<file path="src/rtl/lfu_sector_buffer_cache_defines.svh">
// assertion macros for the lfu sector buffer cache
// expects clk and rst_n in the scope of the including module
`ifndef LFU_SECTOR_BUFFER_CACHE_DEFINES_SVH
`define LFU_SECTOR_BUFFER_CACHE_DEFINES_SVH

// property must hold on every edge out of reset
`define LSBC_ASSERT(label, prop) \
  label: assert property (@(posedge clk) disable iff (!rst_n) prop) \
    else $error("lsbc assertion failed");

// condition must never be true out of reset
`define LSBC_NEVER(label, cond) \
  label: assert property (@(posedge clk) disable iff (!rst_n) !(cond)) \
    else $error("lsbc forbidden condition seen");

`endif

</file>
<file path="src/rtl/lfu_sbc_pkg.sv">
// shared sizes, types and state codes of the lfu sector buffer cache
// no dependencies
`default_nettype none

package lfu_sbc_pkg;

  localparam int SLOT_COUNT  = 8;
  localparam int SECTOR_BITS = 10;
  localparam int COUNT_BITS  = 16;
  localparam int IDX_BITS    = $clog2(SLOT_COUNT);

  typedef logic [IDX_BITS-1:0]    idx_t;
  typedef logic [SECTOR_BITS-1:0] sector_t;
  typedef logic [COUNT_BITS-1:0]  count_t;

  localparam count_t COUNT_MAX = {COUNT_BITS{1'b1}};

  // search token walking the chain of slot cells
  typedef struct packed {
    logic    valid;
    sector_t sector;
    logic    hit;
    idx_t    hit_idx;
    logic    empty;
    idx_t    empty_idx;
    logic    have_min;
    count_t  min_count;
    idx_t    min_idx;
    logic    min_dirty;
    sector_t min_tag;
  } tok_t;

  // slot update broadcast after the search
  typedef struct packed {
    logic    valid;
    idx_t    idx;
    logic    hit;
    logic    read_only;
    sector_t sector;
  } upd_t;

  typedef enum logic [1:0] {
    S_IDLE,
    S_SEARCH,
    S_WAIT
  } state_t;

endpackage

`default_nettype wire

</file>
<file path="src/rtl/lfu_sbc_in_if.sv">
// request channel of the lfu sector buffer cache
// depends on lfu_sbc_pkg
`default_nettype none

interface lfu_sbc_in_if;
  logic                 valid;
  logic                 ready;
  lfu_sbc_pkg::sector_t sector_number;
  logic                 read_only;

  modport source (output valid, output sector_number, output read_only, input ready);
  modport sink   (input valid, input sector_number, input read_only, output ready);
endinterface

`default_nettype wire

</file>
<file path="src/rtl/lfu_sbc_out_if.sv">
// result channel of the lfu sector buffer cache
// depends on lfu_sbc_pkg
`default_nettype none

interface lfu_sbc_out_if;
  logic                 valid;
  logic                 ready;
  lfu_sbc_pkg::idx_t    slot_index;
  logic                 was_hit;
  logic                 writeback_needed;
  lfu_sbc_pkg::sector_t writeback_sector;
  logic                 fill_needed;

  modport source (output valid, output slot_index, output was_hit, output writeback_needed,
                  output writeback_sector, output fill_needed, input ready);
  modport sink   (input valid, input slot_index, input was_hit, input writeback_needed,
                  input writeback_sector, input fill_needed, output ready);
endinterface

`default_nettype wire

</file>
<file path="src/rtl/lfu_sector_buffer_cache.sv">
// top level of the lfu sector buffer cache: request control, chain of slot
// cells and result register; depends on lfu_sbc_pkg, the channel interfaces,
// lfu_sbc_cell and lfu_sector_buffer_cache_defines.svh
//
// Fully associative tag and least-frequently-used policy engine. A request
// (sector, read-only flag) is taken only when the engine is idle and sends a
// search token down a chain of SLOT_COUNT slot cells, one cell per cycle;
// the token gathers the hit slot, the first empty slot and the lowest-index
// slot with the smallest use count. When the token leaves the chain it is
// registered; once the output register is free, the chosen slot is updated and
// the result lands in the output register together. A new request is taken
// only after that, so the walk along the cell chain and any time the previous
// result waits in the output register set the gap between requests. All slots
// are empty after reset with no clearing pass.
`default_nettype none

`include "lfu_sector_buffer_cache_defines.svh"

module lfu_sector_buffer_cache (
  input wire logic      clk,
  input wire logic      rst_n,
  lfu_sbc_in_if.sink    in_ch,
  lfu_sbc_out_if.source out_ch
);

  localparam int N = lfu_sbc_pkg::SLOT_COUNT;

  lfu_sbc_pkg::state_t  state_r, state_nxt;
  lfu_sbc_pkg::tok_t    chain [N+1];
  lfu_sbc_pkg::tok_t    fin_r;
  lfu_sbc_pkg::upd_t    upd;
  logic                 ro_r;
  logic                 in_acc;
  logic                 out_free;
  logic                 load_out;
  logic [N:0]           tok_valid_vec;

  logic                 out_valid_r, out_valid_nxt;
  lfu_sbc_pkg::idx_t    slot_index_r;
  logic                 was_hit_r;
  logic                 wb_needed_r;
  lfu_sbc_pkg::sector_t wb_sector_r;
  logic                 fill_needed_r;

  logic                 miss_evict;
  lfu_sbc_pkg::idx_t    res_idx;

  assign in_acc   = in_ch.valid && in_ch.ready;
  assign out_free = !out_valid_r || out_ch.ready;

  // token injection
  always_comb begin
    chain[0]        = '0;
    chain[0].valid  = in_acc;
    chain[0].sector = in_ch.sector_number;
  end

  for (genvar i = 0; i < N; i++) begin : g_cell
    lfu_sbc_cell u_cell (
      .clk      (clk),
      .rst_n    (rst_n),
      .cell_idx (lfu_sbc_pkg::idx_t'(i)),
      .tok_i    (chain[i]),
      .upd      (upd),
      .tok_o    (chain[i+1])
    );
  end

  for (genvar i = 0; i <= N; i++) begin : g_vld
    assign tok_valid_vec[i] = chain[i].valid;
  end

  // next state
  always_comb begin
    state_nxt = state_r;
    unique case (state_r)
      lfu_sbc_pkg::S_IDLE:   if (in_acc) state_nxt = lfu_sbc_pkg::S_SEARCH;
      lfu_sbc_pkg::S_SEARCH: if (chain[N].valid) state_nxt = lfu_sbc_pkg::S_WAIT;
      lfu_sbc_pkg::S_WAIT:   if (out_free) state_nxt = lfu_sbc_pkg::S_IDLE;
      default:               state_nxt = lfu_sbc_pkg::S_IDLE;
    endcase
  end

  // state outputs
  always_comb begin
    in_ch.ready = 1'b0;
    load_out    = 1'b0;
    unique case (state_r)
      lfu_sbc_pkg::S_IDLE:   in_ch.ready = 1'b1;
      lfu_sbc_pkg::S_SEARCH: load_out    = 1'b0;
      lfu_sbc_pkg::S_WAIT:   load_out    = out_free;
      default:               in_ch.ready = 1'b0;
    endcase
  end

  assign miss_evict = !fin_r.hit && !fin_r.empty;
  assign res_idx    = fin_r.hit   ? fin_r.hit_idx   :
                      fin_r.empty ? fin_r.empty_idx : fin_r.min_idx;

  always_comb begin
    upd.valid     = load_out;
    upd.idx       = res_idx;
    upd.hit       = fin_r.hit;
    upd.read_only = ro_r;
    upd.sector    = fin_r.sector;
  end

  always_comb begin
    out_valid_nxt = out_valid_r;
    if (load_out) begin
      out_valid_nxt = 1'b1;
    end else if (out_ch.ready) begin
      out_valid_nxt = 1'b0;
    end
  end

  always_ff @(posedge clk) begin
    if (in_acc) begin
      ro_r <= in_ch.read_only;
    end
    if (chain[N].valid) begin
      fin_r <= chain[N];
    end
    if (load_out) begin
      slot_index_r  <= res_idx;
      was_hit_r     <= fin_r.hit;
      wb_needed_r   <= miss_evict && fin_r.min_dirty;
      wb_sector_r   <= (miss_evict && fin_r.min_dirty) ? fin_r.min_tag : '0;
      fill_needed_r <= !fin_r.hit;
    end
    if (!rst_n) begin
      state_r     <= lfu_sbc_pkg::S_IDLE;
      out_valid_r <= 1'b0;
    end else begin
      state_r     <= state_nxt;
      out_valid_r <= out_valid_nxt;
    end
  end

  assign out_ch.valid            = out_valid_r;
  assign out_ch.slot_index       = slot_index_r;
  assign out_ch.was_hit          = was_hit_r;
  assign out_ch.writeback_needed = wb_needed_r;
  assign out_ch.writeback_sector = wb_sector_r;
  assign out_ch.fill_needed      = fill_needed_r;

  // one transaction in flight along the chain
  `LSBC_ASSERT(a_single_token, $onehot0(tok_valid_vec))
  `LSBC_ASSERT(a_acc_to_search, in_acc |=> (state_r == lfu_sbc_pkg::S_SEARCH))
  `LSBC_NEVER(a_token_outside_search, chain[N].valid && (state_r != lfu_sbc_pkg::S_SEARCH))
  `LSBC_NEVER(a_hit_with_fill, out_valid_r && (was_hit_r == fill_needed_r))
  `LSBC_NEVER(a_hit_with_wb, out_valid_r && was_hit_r && wb_needed_r)

endmodule

`default_nettype wire

</file>
<file path="src/rtl/lfu_sbc_cell.sv">
// one slot cell: holds tag, valid, use count and dirty mark of a slot
// and folds its slot into the passing search token; depends on lfu_sbc_pkg
`default_nettype none

module lfu_sbc_cell (
  input  wire logic              clk,
  input  wire logic              rst_n,
  input  wire lfu_sbc_pkg::idx_t cell_idx,
  input  wire lfu_sbc_pkg::tok_t tok_i,
  input  wire lfu_sbc_pkg::upd_t upd,
  output lfu_sbc_pkg::tok_t      tok_o
);

  lfu_sbc_pkg::sector_t tag_r,   tag_nxt;
  logic                 valid_r, valid_nxt;
  lfu_sbc_pkg::count_t  count_r, count_nxt;
  logic                 dirty_r, dirty_nxt;
  lfu_sbc_pkg::tok_t    tok_r,   tok_nxt;
  logic                 sel;

  assign sel = upd.valid && (upd.idx == cell_idx);

  always_comb begin
    tag_nxt   = tag_r;
    valid_nxt = valid_r;
    count_nxt = count_r;
    dirty_nxt = dirty_r;
    if (sel) begin
      if (upd.hit) begin
        if (count_r != lfu_sbc_pkg::COUNT_MAX) begin
          count_nxt = count_r + lfu_sbc_pkg::count_t'(1);
        end
        if (!upd.read_only) begin
          dirty_nxt = 1'b1;
        end
      end else begin
        tag_nxt   = upd.sector;
        valid_nxt = 1'b1;
        count_nxt = '0;
        dirty_nxt = !upd.read_only;
      end
    end
  end

  always_comb begin
    tok_nxt = tok_i;
    if (valid_r && (tag_r == tok_i.sector) && !tok_i.hit) begin
      tok_nxt.hit     = 1'b1;
      tok_nxt.hit_idx = cell_idx;
    end
    if (!valid_r && !tok_i.empty) begin
      tok_nxt.empty     = 1'b1;
      tok_nxt.empty_idx = cell_idx;
    end
    if (valid_r && (!tok_i.have_min || (count_r < tok_i.min_count))) begin
      tok_nxt.have_min  = 1'b1;
      tok_nxt.min_count = count_r;
      tok_nxt.min_idx   = cell_idx;
      tok_nxt.min_dirty = dirty_r;
      tok_nxt.min_tag   = tag_r;
    end
  end

  always_ff @(posedge clk) begin
    tag_r <= tag_nxt;
    if (!rst_n) begin
      valid_r <= 1'b0;
      count_r <= '0;
      dirty_r <= 1'b0;
      tok_r   <= '0;
    end else begin
      valid_r <= valid_nxt;
      count_r <= count_nxt;
      dirty_r <= dirty_nxt;
      tok_r   <= tok_nxt;
    end
  end

  assign tok_o = tok_r;

endmodule

`default_nettype wire

</file>
<file path="src/flat_wrapper.sv">
// flat-port wrapper written by rule: the top's interface ports become plain ports
module lfu_sector_buffer_cache_flat 
  (clk, rst_n, in_ch_valid, in_ch_sector_number, in_ch_read_only, in_ch_ready, out_ch_valid, out_ch_slot_index, out_ch_was_hit, out_ch_writeback_needed, out_ch_writeback_sector, out_ch_fill_needed, out_ch_ready);
  lfu_sbc_in_if in_ch_i ();
  lfu_sbc_out_if out_ch_i ();
  input wire logic clk;
  input wire logic rst_n;
  input wire logic [$bits(in_ch_i.valid)-1:0] in_ch_valid;
  input wire logic [$bits(in_ch_i.sector_number)-1:0] in_ch_sector_number;
  input wire logic [$bits(in_ch_i.read_only)-1:0] in_ch_read_only;
  output wire logic [$bits(in_ch_i.ready)-1:0] in_ch_ready;
  output wire logic [$bits(out_ch_i.valid)-1:0] out_ch_valid;
  output wire logic [$bits(out_ch_i.slot_index)-1:0] out_ch_slot_index;
  output wire logic [$bits(out_ch_i.was_hit)-1:0] out_ch_was_hit;
  output wire logic [$bits(out_ch_i.writeback_needed)-1:0] out_ch_writeback_needed;
  output wire logic [$bits(out_ch_i.writeback_sector)-1:0] out_ch_writeback_sector;
  output wire logic [$bits(out_ch_i.fill_needed)-1:0] out_ch_fill_needed;
  input wire logic [$bits(out_ch_i.ready)-1:0] out_ch_ready;
  assign in_ch_i.valid = in_ch_valid;
  assign in_ch_i.sector_number = in_ch_sector_number;
  assign in_ch_i.read_only = in_ch_read_only;
  assign in_ch_ready = in_ch_i.ready;
  assign out_ch_valid = out_ch_i.valid;
  assign out_ch_slot_index = out_ch_i.slot_index;
  assign out_ch_was_hit = out_ch_i.was_hit;
  assign out_ch_writeback_needed = out_ch_i.writeback_needed;
  assign out_ch_writeback_sector = out_ch_i.writeback_sector;
  assign out_ch_fill_needed = out_ch_i.fill_needed;
  assign out_ch_i.ready = out_ch_ready;
  lfu_sector_buffer_cache u_core (.clk(clk), .rst_n(rst_n), .in_ch(in_ch_i), .out_ch(out_ch_i));
endmodule
</file>
<file path="config.mk">
export PLATFORM = sky130hd
export DESIGN_NAME = lfu_sector_buffer_cache_flat
export DESIGN_NICKNAME = d
export VERILOG_FILES = /design/src/rtl/lfu_sbc_pkg.sv /design/src/rtl/lfu_sbc_in_if.sv /design/src/rtl/lfu_sbc_out_if.sv /design/src/rtl/lfu_sector_buffer_cache.sv /design/src/rtl/lfu_sbc_cell.sv /design/src/flat_wrapper.sv
export VERILOG_INCLUDE_DIRS = /design/src /design/src/rtl
export SDC_FILE = /design/constraint.sdc
export NUM_CORES = 1
export LEC_CHECK = 0
export ABC_AREA = 1
export BUFFER_PORTS_ARGS = -buffer_cell sky130_fd_sc_hd__clkbuf_2
export CAP_MARGIN = 20
export CORE_ASPECT_RATIO = 0.7
export CORE_MARGIN = 8
export CORE_UTILIZATION = 58
export CTS_CLUSTER_DIAMETER = 150
export CTS_CLUSTER_SIZE = 24
export DETAILED_ROUTE_END_ITERATION = 10
export GPL_TIMING_DRIVEN = 0
export PLACE_DENSITY = 0.74
export SYNTH_ARGS = -nofsm -noshare
export SYNTH_HDL_FRONTEND = slang
export SYNTH_SLANG_ARGS = --single-unit
</file>
<file path="constraint.sdc">
create_clock -name clk -period 6.1 [get_ports clk]
set_input_delay 0 -clock clk [delete_from_list [all_inputs] [get_ports clk]]
set_output_delay 0 -clock clk [all_outputs]
set_load 0.05 [all_outputs]
</file>
==> results.json, run 1 <==
{
  "h-tree-depth": 1,
  "start_kind": "flip-flop",
  "clk_latency_ns": 0.65,
  "yosys_warnings": 0,
  "cpPeakStageDelay_ns": 0.91,
  "slowest_stage": "clkbuf_1",
  "p_int_w": 0.005270,
  "cts_hold_buffers": 14,
  "antenna_found_initial": 0,
  "slew_viol_final": 0,
  "die_h_microns": 200.8,
  "seq_area_frac_synth": 0.4968,
  "setup_tns_ns": 0,
  "first_pass_iters": 6,
  "coreArea_sq_mm": 0.04803,
  "cts_setup_buffers": 0,
  "post-route-period-util": 0.4921,
  "post_cts_resized": 0,
  "fmax_mhz": 333.1,
  "overflow": 0,
  "avgSynthCellArea_sq_um": 7.796,
  "cts_tree": "yes",
  "syn_inst": 3631,
  "dpl_worst_slack_ns": 3.009,
  "n_antenna_cell": 0,
  "numCtsBuffers": 30,
  "yosysUniqueCellTypes": 46,
  "rsz0062_at_grt": "false",
  "antenna_left": 0,
  "critPathKind": "flip-flop to flip-flop",
  "switching_share": 0.2193,
  "vias": 23914,
  "die_x_microns": 280.1,
  "drv_cap": 0,
  "path_buf_inv": 2,
  "cts_sinks": 638,
  "skew_ns": 0.04191,
  "drtIter0Drc": 2947,
  "area_growth_pct": 7.037,
  "hpwl_microns": 59330,
  "fin_crit_ns": 3.002,
  "p_clk_frac": 0.336,
  "worstMarginPinSlew_ns": 1.145,
  "row_count": 67,
  "seqPwrFrac": 0.639,
  "final_hold_viol_count": 0,
  "initial_core_util": 0.5893,
  "clock_tree.root_cell": "clkbuf_16",
  "p_comb_frac": 0.025,
  "fin_ws_ns": 3.098,
  "wl_microns": 77270,
  "cp_cell_sequence": "clkbuf_1, clkbuf_1, nand3_1, nor2_1, a21oi_1, nor2_1",
  "place.gp.congestion": 0.9989,
  "port_buffers": 31,
  "critPathMaxFanout": 10,
  "power.switching_w": 0.001480,
  "final_nets": 3837,
  "drive_above_1_share": 0.03571,
  "setup_viol": 0,
  "grt_pass1_wl_microns": 119700,
  "die_area_sq_mm": 0.05624,
  "gr-usage-all-layers": 0.2673,
  "vias_per_cell": 5.461,
  "synth-seq-cells": 638,
  "slew-limit-headroom": 0.2369,
  "min_path_type": "input pin to flip-flop",
  "synth_area_sq_mm": 0.02831,
  "arrival_ns": 3.56,
  "grt_pass1_vias": 21435,
  "drc": 0,
  "utilization": 0.6308,
  "power.density_mw_per_mm2": 222.8,
  "ir_drop_v": 0.0002213,
  "leakagePower_nw": 12.36,
  "crit_required_ns": 6.66,
  "outcome": "finished clean",
  "num_io_pins": 33,
  "grt_max_degree": 35,
  "ctsLongestPathBuffers": 3,
  "clk_pin_slew_ns": 0.10,
  "critPathCaptureType": "flip-flop",
  "wl_per_cell_microns": 17.65,
  "syn-num-nets": 3759,
  "crit_family": "buffers and inverters"
}
-- per-stage QoR --
step / total power [W] / std cells / hold slack, ns / cell area [sq um]
2_1_floorplan: 0.004500 / 3631 / 0.09763 / 28310
6_report: 0.006750 / 4379 / 0.07742 / 30300
3_5_place_dp: 0.004568 / 4317 / 0.1787 / 29280
5_1_grt: 0.006929 / 4379 / 0.07838 / 30300
3_3_place_gp: 0.004565 / 4317 / 0.1783 / 29280
4_1_cts: 0.006765 / 4378 / 0.04561 / 30270
-- sequential cells by signal (all words and copies together), names as in the netlist, 2 cells and up --
register,count
u_core.state_r,2
u_core.g_cell.u_cell.tag_r,80
u_core.out_ch.slot_index,3
u_core.g_cell.u_cell.dirty_r,8
u_core.g_cell.u_cell.valid_r,8
u_core.fin_r,32
u_core.g_cell.u_cell.count_r,128
u_core.g_cell.u_cell.tok_o,362
u_core.out_ch.writeback_sector,10
-- worst paths after layout --
path	startpoint	endpoint	slack, ns	cells after the start
worst max-delay path	u_core.fin_r[38]$_DFFE_PP_	u_core.g_cell[7].u_cell.count_r[13]$_SDFFE_PN0P_	3.10	6
worst min-delay path	in_ch_read_only	u_core.ro_r$_DFFE_PP_	0.08	2
worst max register to register	u_core.fin_r[38]$_DFFE_PP_	u_core.g_cell[7].u_cell.count_r[13]$_SDFFE_PN0P_	3.10	6
worst min register to register	u_core.g_cell[7].u_cell.tok_o[4]$_SDFF_PN0_	u_core.fin_r[4]$_DFFE_PP_	0.40	0
-- routing by layer --
layer,routed length (microns),share of wire,global-route usage
met1,37400,0.48,0.4163
met2,29340,0.38,0.3642
met3,8912,0.12,0.06956
met4,1618,0.021,0.05585
met5,0,0,0
-- worst reg2reg max path: cells and delay by family, from the launching register on --
kind                   cells  cell delay (ns)
DFF                        1             0.66
buffers and inverters      2             1.75
and+or+nand+nor            3             0.44
AOI/OAI and AO/OA          1             0.06
-- kinds of logic after synthesis --
kind of cell | Yosys count | synth area share
AOI/OAI and AO/OA | 416 | 0.07740
xor gates and xnor gates | 91 | 0.02816
adders and majority gates | 113 | 0.04995
buffers and inverters | 676 | 0.09234
DFF | 638 | 0.4968
and+or+nand+nor | 1697 | 0.2553
-- final cells by class --
cell class                      instances  area [sq um]
Fill cell                            4371         17740
Sequential cell                       638         14060
Multi-Input combinational cell       2317         11630
Inverter                              523          1963
Tap cell                              655         819.5
Clock buffer                           45         807.0
Buffer                                153         650.6
Timing Repair Buffer                   46         322.8
Clock inverter                          2         41.29
-- synthesized netlist by cell type (all sizes together) --
cell	count	share of area
and2	2	0.00044
nand3b	3	0.00080
o21a	6	0.0016
edfxtp	129	0.14
nand4	78	0.017
o21ai	60	0.011
clkbuf	100	0.013
nand3	291	0.051
a211o	1	0.00031
nor3	78	0.015
o211a	1	0.00035
a22o	1	0.00031
a21oi	323	0.057
nor3b	7	0.0019
xnor2	14	0.0043
o2111ai	10	0.0031
inv	523	0.069
buf	53	0.0097
dfxtp	509	0.36
nand2	783	0.10
a31oi	3	0.00066
o221ai	1	0.00031
a21o	1	0.00027
o22ai	4	0.00088
ha	113	0.050
o21bai	1	0.00027
nor4	10	0.0022
a211oi	3	0.00080
and3	4	0.00088
or2	8	0.0018
nor2	433	0.059
xor2	77	0.024
a221oi	1	0.00031
-- placed cells by master (no fill, tap or decap), types with 5 or more instances in the layout --
cell | synthesis | layout
a21oi_1 | 323 | 323
buf_1 | 26 | 26
buf_2 | 13 | 13
buf_4 | 12 | 12
clkbuf_1 | 100 | 115
clkbuf_16 | 0 | 30
clkbuf_2 | 0 | 31
dfxtp_1 | 509 | 508
dlygate4sd3_1 | 0 | 14
edfxtp_1 | 129 | 129
ha_1 | 113 | 113
inv_1 | 513 | 513
inv_2 | 10 | 10
nand2_1 | 775 | 775
nand2_2 | 6 | 6
nand3_1 | 291 | 291
nand4_1 | 78 | 78
nor2_1 | 426 | 426
nor3_1 | 72 | 72
nor3_2 | 5 | 5
nor3b_1 | 7 | 7
nor4_1 | 10 | 10
o2111ai_1 | 10 | 10
o21a_1 | 6 | 6
o21ai_0 | 56 | 56
or2_2 | 8 | 8
xnor2_1 | 14 | 14
xor2_1 | 77 | 77
-- power by group through the flow --
| stage | Sequential, W | Clock, W | Combinational (W) |
|---|---|---|---|
| final | 0.00432 | 0.00227 | 0.000168 |
| after floorplan | 0.00441 | 0 | 0.0000928 |
| after detailed placement | 0.00441 | 0 | 0.000154 |
| after CTS | 0.00432 | 0.00229 | 0.000162 |
| after global placement | 0.00441 | 0 | 0.000152 |
| after global routing | 0.00432 | 0.00243 | 0.000181 |
No activity file was read; power rests on OpenSTA's default activity.
==> run 2, diff against run 1 <==
- CORE_UTILIZATION: 58 -> 57
- PLACE_DENSITY: 0.74 -> 0.76
- clock period: 6.1 -> 2.75 ns (I/O delays scaled with it)
==> run 2 against run 1 <==
Total power is 120% higher. Global-route usage grew 0.11 points. Register-to-register slack worse by 3.0 ns. Critical endpoint is now u_core.g_cell[3].u_cell.tok_o[16]$_SDFF_PN0_. Largest cell class unchanged. Highest routed layer is now met5.
==> results.json, run 2 (synthesis results as in run 1) <==
{
  "place.gp.congestion": 0.9927,
  "num_io_pins": 33,
  "mostFrequentLayoutCells": "nand2_1, inv_1, dfxtp_1",
  "grt_pass1_wl_microns": 121800,
  "setup_viol": 0,
  "whs_ns": 0.08435,
  "ir_drop_v": 0.0006436,
  "clk_latency_ns": 0.65,
  "initial_core_util": 0.5756,
  "final_nets": 3841,
  "fmax_mhz": 381.6,
  "fin_ws_ns": 0.1294,
  "grt_pass1_vias": 21901,
  "clock_tree.root_cell": "clkbuf_16",
  "worstMarginPinSlew_ns": 1.224,
  "antenna_left": 0,
  "p_int_w": 0.01169,
  "final_hold_viol_count": 0,
  "power.total_w": 0.01496,
  "n_antenna_cell": 0,
  "p_clk_frac": 0.335,
  "fin_crit_ns": 2.621,
  "vias_per_cell": 5.468,
  "rsz0062_at_grt": "false",
  "critPathCaptureType": "flip-flop",
  "h-tree-depth": 1,
  "cts_tree": "yes",
  "use_met1": 0.4161,
  "arrival_ns": 3.17,
  "cp_cell_sequence": "ha_1, nand2_1, inv_1, nand3_1, inv_1, a21oi_1, nand2_1, nand2_1, clkbuf_1, a21oi_1, nor2_1",
  "met2_usage": 0.3681,
  "first_pass_iters": 6,
  "hpwl_microns": 59590,
  "p_comb_frac": 0.025,
  "cpPeakStageDelay_ns": 0.58,
  "area_growth_pct": 7.209,
  "setup_tns_ns": 0,
  "die_x_microns": 282.4,
  "start_kind": "flip-flop",
  "wl_microns": 77330,
  "power.density_mw_per_mm2": 492.8,
  "die_h_microns": 202.5,
  "outcome": "finished clean",
  "min_path_type": "input pin to flip-flop",
  "slew_viol_final": 0,
  "path_buf_inv": 3,
  "crit_top_cell": "nand2_1",
  "largest_reg_flops": 362,
  "crit_family": "simple AND/OR/NAND/NOR gates",
  "slew-limit-headroom": 0.1837,
  "critPathKind": "flip-flop to flip-flop",
  "vias": 24016,
  "switching_share": 0.2186,
  "dpl_worst_slack_ns": -0.4039,
  "skew_ns": 0.04385,
  "gr-usage-all-layers": 0.2684,
  "drive_above_1_share": 0.03944,
  "row_count": 68,
  "drtIter0Drc": 2880,
  "die_area_sq_mm": 0.05716,
  "overflow": 0,
  "drc": 0,
  "cts_sinks": 638,
  "seqPwrFrac": 0.640,
  "antenna_found_initial": 1,
  "port_buffers": 31,
  "clk_pin_slew_ns": 0.10,
  "numCtsBuffers": 30,
  "slowest_stage": "dfxtp_1",
  "ctsLongestPathBuffers": 3,
  "drv_cap": 0,
  "crit_required_ns": 3.30,
  "power.switching_w": 0.003270,
  "grt_max_degree": 35,
  "critPathMaxFanout": 10,
  "gr-usage-met3": 0.06687,
  "final_common_cell": "nand2_1",
  "wl_per_cell_microns": 17.61,
  "leakagePower_nw": 12.39,
  "post-route-period-util": 0.9529,
  "coreArea_sq_mm": 0.04918,
  "busiest_layer": "met1"
}
[run 2: cell count changes in the layout (fill, tap and decap cells not counted), sizes merged]
| cell | before | now |
|---|---|---|
| buf | 54 | 58 |
| clkbuf | 176 | 175 |
| clkinvlp | 0 | 1 |
| inv | 524 | 523 |
[run 2: worst paths after layout]
kind | start | end | slack [ns] | depth (start not counted)
worst min register to register | u_core.g_cell[3].u_cell.tok_o[12]$_SDFF_PN0_ | u_core.g_cell[4].u_cell.tok_o[12]$_SDFF_PP0_ | 0.40 | 2
worst min-delay path | in_ch_read_only | u_core.ro_r$_DFFE_PP_ | 0.08 | 2
worst max-delay path | u_core.g_cell[3].u_cell.count_r[14]$_SDFFE_PN0P_ | u_core.g_cell[3].u_cell.tok_o[16]$_SDFF_PN0_ | 0.13 | 11
worst max register to register | u_core.g_cell[3].u_cell.count_r[14]$_SDFFE_PN0P_ | u_core.g_cell[3].u_cell.tok_o[16]$_SDFF_PN0_ | 0.13 | 11
[run 2: repair_timing]
item,in CTS,in global routing
hold buffers,14,0
hold endpoints to repair,18,0
setup endpoints to repair,163,29
resized for setup,4,11
pin swaps,1,0
buffers inserted,3,2
[run 2: final cells by class]
class | count | area (sq um)
Buffer | 153 | 659.4
Sequential cell | 638 | 14060
Clock buffer | 44 | 803.3
Clock inverter | 2 | 41.29
Fill cell | 4477 | 18830
Timing Repair Buffer | 50 | 345.3
Multi-Input combinational cell | 2317 | 11630
Tap cell | 665 | 832.0
Inverter | 523 | 1967
[run 2: power by group through the flow]
stage | clock network [W] | logic (W) | registers (W)
floorplan | 0 | 0.000206 | 0.00978
global placement | 0 | 0.000339 | 0.00979
detailed placement | 0 | 0.000341 | 0.00979
CTS | 0.00509 | 0.000358 | 0.00957
global route | 0.00543 | 0.000402 | 0.00958
finish | 0.00501 | 0.000371 | 0.00957
[run 2: metal layers]
layer	share of wire	wire length, microns
met5	0.00017	13
met4	0.025	1946
met3	0.12	9349
met2	0.38	29370
met1	0.47	36660
[run 2: stage by stage]
step	util	cell area (sq um)	instances
6_report	0.6171	30350	4392
5_1_grt	0.6171	30350	4392
4_1_cts	0.6166	30320	4390
3_5_place_dp	0.5957	29300	4327
3_3_place_gp	0.5957	29290	4327
2_1_floorplan	-	28310	3631
